**config.mk**
```make
export PLATFORM = sky130hd
export DESIGN_NAME = rmsa_ctrl
export DESIGN_NICKNAME = d
export VERILOG_FILES = /design/src/hdl/rmsa_pkg.sv /design/src/hdl/rmsa_ctrl.sv
export SDC_FILE = /design/constraint.sdc
export NUM_CORES = 1
export LEC_CHECK = 0
export ABC_AREA = 1
export BUFFER_PORTS_ARGS = -buffer_cell sky130_fd_sc_hd__buf_2
export CORE_UTILIZATION = 47
export CTS_BUF_LIST = sky130_fd_sc_hd__clkbuf_4
export CTS_CLUSTER_DIAMETER = 40
export CTS_CLUSTER_SIZE = 8
export DETAILED_ROUTE_END_ITERATION = 12
export PLACE_DENSITY = 0.73
export SLEW_MARGIN = 10
export SYNTH_ARGS = -nofsm -noshare
export SYNTH_HDL_FRONTEND = slang
export SYNTH_SLANG_ARGS = --single-unit
```
**constraint.sdc**
```tcl
create_clock -name clk_i -period 3.4 [get_ports clk_i]
set_input_delay 0.85 -clock clk_i [delete_from_list [all_inputs] [get_ports clk_i]]
set_output_delay 0.85 -clock clk_i [all_outputs]
set_load 0.02 [all_outputs]
```
**src/hdl/rmsa_pkg.sv**
```systemverilog
// Shared types and constants for the running mean / standard error unit.
// No dependencies.
package rmsa_pkg;

  localparam int COUNT_BITS  = 24;
  localparam int WEIGHT_BITS = 16;
  localparam int SUM_BITS    = WEIGHT_BITS + COUNT_BITS;
  localparam int SQ_BITS     = 2 * WEIGHT_BITS + COUNT_BITS;
  localparam int CNT_W       = 6;
  localparam int DIV_STEPS   = SQ_BITS;
  localparam int SQRT_STEPS  = SQ_BITS / 2;

  // opcodes
  localparam logic [1:0] OP_ACC   = 2'd0;
  localparam logic [1:0] OP_SCALE = 2'd1;
  localparam logic [1:0] OP_CLR   = 2'd2;
  localparam logic [1:0] OP_QUERY = 2'd3;

  // datapath commands
  localparam logic [3:0] CMD_NONE    = 4'd0;
  localparam logic [3:0] CMD_ACC     = 4'd1;
  localparam logic [3:0] CMD_CLR     = 4'd2;
  localparam logic [3:0] CMD_SC1     = 4'd3;
  localparam logic [3:0] CMD_SC2     = 4'd4;
  localparam logic [3:0] CMD_SC3     = 4'd5;
  localparam logic [3:0] CMD_SC4     = 4'd6;
  localparam logic [3:0] CMD_D1_INIT = 4'd7;
  localparam logic [3:0] CMD_DIV     = 4'd8;
  localparam logic [3:0] CMD_D1_END  = 4'd9;
  localparam logic [3:0] CMD_D2_INIT = 4'd10;
  localparam logic [3:0] CMD_D2_END  = 4'd11;
  localparam logic [3:0] CMD_D3_END  = 4'd12;
  localparam logic [3:0] CMD_SQRT    = 4'd13;
  localparam logic [3:0] CMD_RESULT  = 4'd14;

  typedef struct packed {
    logic       take;
    logic [3:0] code;
  } cmd_t;

  typedef struct packed {
    logic [1:0] op;
    logic       n_zero;
    logic       se_ok;
  } stat_t;

endpackage

```
**src/hdl/rmsa_ctrl.sv**
```systemverilog
// Controller state machine of the running mean / standard error unit.
// Depends on rmsa_pkg.
module rmsa_ctrl (
  input  logic           clk_i,
  input  logic           rst_ni,
  input  logic           in_valid_i,
  output logic           in_stall_o,
  output logic           out_valid_o,
  input  logic           out_stall_i,
  input  rmsa_pkg::stat_t stat_i,
  output rmsa_pkg::cmd_t  cmd_o
);

  localparam logic [3:0] S_IDLE = 4'd0;
  localparam logic [3:0] S_UPD  = 4'd1;
  localparam logic [3:0] S_SC2  = 4'd2;
  localparam logic [3:0] S_SC3  = 4'd3;
  localparam logic [3:0] S_SC4  = 4'd4;
  localparam logic [3:0] S_D1I  = 4'd5;
  localparam logic [3:0] S_D1   = 4'd6;
  localparam logic [3:0] S_D1E  = 4'd7;
  localparam logic [3:0] S_D1C  = 4'd8;
  localparam logic [3:0] S_D2   = 4'd9;
  localparam logic [3:0] S_D2E  = 4'd10;
  localparam logic [3:0] S_D2C  = 4'd11;
  localparam logic [3:0] S_D3   = 4'd12;
  localparam logic [3:0] S_D3E  = 4'd13;
  localparam logic [3:0] S_SQ   = 4'd14;
  localparam logic [3:0] S_OUT  = 4'd15;

  localparam logic [rmsa_pkg::CNT_W-1:0] DIV_LAST =
    rmsa_pkg::CNT_W'(rmsa_pkg::DIV_STEPS - 1);
  localparam logic [rmsa_pkg::CNT_W-1:0] SQRT_LAST =
    rmsa_pkg::CNT_W'(rmsa_pkg::SQRT_STEPS - 1);

  logic [3:0]                 state_q, state_d;
  logic [rmsa_pkg::CNT_W-1:0] cnt_q, cnt_d;
  logic                       ovld_q, ovld_d;

  assign in_stall_o  = (state_q != S_IDLE);
  assign out_valid_o = ovld_q;

  always_comb begin
    state_d    = state_q;
    cnt_d      = cnt_q + 1'b1;
    cmd_o.take = 1'b0;
    cmd_o.code = rmsa_pkg::CMD_NONE;
    ovld_d     = ovld_q && out_stall_i;
    case (state_q)
      S_IDLE: begin
        if (in_valid_i) begin
          cmd_o.take = 1'b1;
          state_d    = S_UPD;
        end
      end
      S_UPD: begin
        case (stat_i.op)
          rmsa_pkg::OP_ACC:   cmd_o.code = rmsa_pkg::CMD_ACC;
          rmsa_pkg::OP_SCALE: cmd_o.code = rmsa_pkg::CMD_SC1;
          rmsa_pkg::OP_CLR:   cmd_o.code = rmsa_pkg::CMD_CLR;
          default:            cmd_o.code = rmsa_pkg::CMD_NONE;
        endcase
        state_d = (stat_i.op == rmsa_pkg::OP_SCALE) ? S_SC2 : S_D1I;
      end
      S_SC2: begin
        cmd_o.code = rmsa_pkg::CMD_SC2;
        state_d    = S_SC3;
      end
      S_SC3: begin
        cmd_o.code = rmsa_pkg::CMD_SC3;
        state_d    = S_SC4;
      end
      S_SC4: begin
        cmd_o.code = rmsa_pkg::CMD_SC4;
        state_d    = S_D1I;
      end
      S_D1I: begin
        cnt_d = '0;
        if (stat_i.n_zero) begin
          state_d = S_OUT;
        end else begin
          cmd_o.code = rmsa_pkg::CMD_D1_INIT;
          state_d    = S_D1;
        end
      end
      S_D1: begin
        cmd_o.code = rmsa_pkg::CMD_DIV;
        if (cnt_q == DIV_LAST) state_d = S_D1E;
      end
      S_D1E: begin
        cmd_o.code = rmsa_pkg::CMD_D1_END;
        state_d    = S_D1C;
      end
      S_D1C: begin
        cnt_d = '0;
        if (stat_i.se_ok) begin
          cmd_o.code = rmsa_pkg::CMD_D2_INIT;
          state_d    = S_D2;
        end else begin
          state_d = S_OUT;
        end
      end
      S_D2: begin
        cmd_o.code = rmsa_pkg::CMD_DIV;
        if (cnt_q == DIV_LAST) state_d = S_D2E;
      end
      S_D2E: begin
        cmd_o.code = rmsa_pkg::CMD_D2_END;
        state_d    = S_D2C;
      end
      S_D2C: begin
        cnt_d   = '0;
        state_d = stat_i.se_ok ? S_D3 : S_OUT;
      end
      S_D3: begin
        cmd_o.code = rmsa_pkg::CMD_DIV;
        if (cnt_q == DIV_LAST) state_d = S_D3E;
      end
      S_D3E: begin
        cmd_o.code = rmsa_pkg::CMD_D3_END;
        cnt_d      = '0;
        state_d    = S_SQ;
      end
      S_SQ: begin
        cmd_o.code = rmsa_pkg::CMD_SQRT;
        if (cnt_q == SQRT_LAST) state_d = S_OUT;
      end
      S_OUT: begin
        if (!ovld_q || !out_stall_i) begin
          cmd_o.code = rmsa_pkg::CMD_RESULT;
          ovld_d     = 1'b1;
          state_d    = S_IDLE;
        end
      end
      default: state_d = S_IDLE;
    endcase
  end

  always_ff @(posedge clk_i or negedge rst_ni) begin
    if (!rst_ni) begin
      state_q <= S_IDLE;
      cnt_q   <= '0;
      ovld_q  <= 1'b0;
    end else begin
      state_q <= state_d;
      cnt_q   <= cnt_d;
      ovld_q  <= ovld_d;
    end
  end

endmodule

```
==> results by group <==
Die
  • Die width: around 47 um
  • Boundary pin count: 15
  • Initial Util: 49.5%
  • Die extent in y: approximately 47 um
  • Site Rows: 16
  • Core ar.: 1940 um2
  • Die area: between 2000 and 2500 um2

Synth
  • Syn Nets: between 150 and 200
  • Post-synthesis average cell area: 6.25 um2
  • Cells after synthesis: roughly 150
  • Post-Syn Area: roughly 960 um2
  • Synth Warn #: 0
  • #FFs+latches synth: 11
  • Yosys cell types: 23
  • Seq/Total Area, Yosys: about 29%

Drt
  • Initial DRC count: 21
  • Via count: ~1000
  • DR vias/cell: 5.11
  • ANT nets after route: 0
  • Avg WL per Cell: around 11 um
  • Detailed Routing Iterations Pass 1: 4
  • WL final: around 2100 um
  • Drt drc: 0

Setup path
  • Worst Setup End Kind: primary output
  • Reg2Reg Depth: 9
  • CP Max Fanout: 9
  • WP data arrival: 1.75 ns
  • Worst R2R Setup Slack: 1.85 ns
  • Critical Path RT: 2.55 ns
  • Reg2reg start: state_q[3]
  • FF-to-FF End: state_q[2]
  • Kind of critical path: reg2out
  • Startpoint Class: flip-flop

Finish
  • Most frequent cells in the layout: nand2_1, nor2_1, inv_1
  • Ant diodes: 0
  • Layout area overhead: 13.1%
  • # nets final: approximately 180
  • Share of cells above drive strength 1: roughly 22%
  • Filler Cells Inserted: 203
  • Commonest non-fill, non-tap cell in the layout: nand2_1

Clock network
  • # resized after CTS: 0
  • Clock Path Buffers: 2
  • Number of clock sinks: 11
  • Worst skew pair latency: around 0.27 ns
  • TritonCTS Buffers: 3
  • CTS tree: yes
  • Post-cts hold buffer count: 0
  • Clock Tree Root: clkbuf_4
  • Setup Fix Bufs, Post-CTS: 0
  • H-tree levels: 1
  • CTS clk-pin slew, worst paths: 0.07 ns

Global routing
  • Initial antenna violation count: 0
  • Total GRT Usage: a little over a fifth
  • First-pass GRT wire length: ~3500 um
  • Largest net degree at the start of global routing: 12
  • Gr ovfl total: 0
  • Vias in the first global route: approximately 860

STA
  • Final Slew Violations: 0
  • WHS: about 0.43 ns
  • Tmin final: 2.60 ns
  • Slew Limit Headroom: between 70 and 80%
  • Worst slew pin tran: around 0.33 ns
  • Unrepaired setup endpoints after global routing: no
  • FMAX: 385 MHz
  • Clk_skew: ~0.0052 ns
  • Hold Fails Final Rpt: 0
  • Setup TNS: 0 ns
  • Final critical-path share of the clock period: about three quarters
  • Setup violators final: 0

Power
  • Maximum vdd drop: around 0.00037 V
  • Pleak: ~0.64 nW
  • PD cells: around 950 nW/um2

Worst hold path
  • Worst hold path type: in2async

Status
  • Status: completed

Place
  • GPL Wtd Cong: about 0.94
  • Port bufs: 14
  • DPL Wire Length: 1750 um

Run
  • Max_cap viols: 0
per-layer routing:
| metal | part of all wire, % | global-route usage [%] | vias up |
|---|---|---|---|
| met5 | 0 | 0 | - |
| met4 | 0 | 4.57 | 0 |
| met3 | 2.8 | 6.92 | 0 |
| met2 | 49 | 34.8 | 19 |
| met1 | 48 | 29.0 | 476 |
| li1 | - | - | 516 |
cell families after synthesis:
family,after synthesis,share of synthesized area [%]
xor+xnor,1,0.910
buf+inv,25,10.1
simple gates,103,48.8
flops,11,28.6
fa+ha+maj,4,5.20
compound gates,10,6.37
worst max path at each step:
stage	start	to	slack, ns
after floorplan	stat_i[3]	cmd_o[0]	1.02
after global placement	stat_i[3]	cmd_o[0]	0.88
after detailed placement	stat_i[3]	cmd_o[0]	0.82
after CTS	state_q[3]	cmd_o[2]	0.82
after global routing	state_q[3]	cmd_o[3]	0.66
final	state_q[3]	cmd_o[3]	0.80
worst max-delay path, cell delays in order, from the launching register on:
cell     delay (ns)
dfrtp_1        0.53
inv_1          0.10
nor2_1         0.26
nand2_1        0.14
nand2_1        0.14
a21oi_1        0.07
nand2_1        0.07
buf_2          0.15
cell usage after synthesis:
| library cell | number | share of area, % |
|---|---|---|
| nand3_2 | 1 | 1.0 |
| o21ai_1 | 3 | 1.6 |
| nor3_1 | 6 | 3.1 |
| nand3_1 | 9 | 4.7 |
| dfrtp_1 | 11 | 29 |
| o2111ai_1 | 1 | 0.91 |
| inv_2 | 6 | 2.3 |
| nor2_4 | 2 | 2.3 |
| nor2_2 | 4 | 2.6 |
| nor3b_1 | 1 | 0.78 |
| o211ai_2 | 1 | 1.3 |
| nand2_1 | 46 | 18 |
| inv_1 | 18 | 7.0 |
| ha_1 | 4 | 5.2 |
| o21ai_0 | 2 | 1.0 |
| xnor2_1 | 1 | 0.91 |
| nand4_1 | 1 | 0.65 |
| nand3b_1 | 1 | 0.78 |
| nand2_4 | 2 | 2.3 |
| buf_4 | 1 | 0.78 |
| a21oi_1 | 3 | 1.6 |
| nor2_1 | 27 | 11 |
| nand2_2 | 3 | 2.0 |
sequential cells by signal (all words and copies together) (netlist names):
signal,cells
cnt_q,6
state_q,4
out_valid_o,1
layout make-up:
cell class | count | area [um2] | area share (%)
multi-input cells | 118 | 589 | 54.1
flip-flops and latches | 11 | 275 | 25.3
inverters | 24 | 90.1 | 8.28
repair buffers | 14 | 70.1 | 6.44
well taps | 27 | 33.8 | 3.10
clock buffers | 4 | 30.0 | 2.76
metrics by stage:
step	total power (W)	cell area (um2)	cells	setup WS, ns	util (%)
2_1_floorplan	0.000784	962	154	1.02	-
4_1_cts	0.00104	1090	198	0.816	56.1
3_3_place_gp	0.000923	1060	194	0.883	54.5
6_report	0.00104	1090	198	0.804	56.1
5_1_grt	0.00116	1090	198	0.662	56.1
3_5_place_dp	0.000942	1060	194	0.823	54.5
power by group:
group	switching, W	leakage [nW]	total (W)	internal [W]
logic	0.000443	0.476	0.000674	0.000230
registers	0.0000792	0.141	0.000269	0.000189
clock network	0.0000435	0.0184	0.0000969	0.0000534
total	0.000566	0.635	0.00104	0.000473
Power figures use the tool's default switching activity.
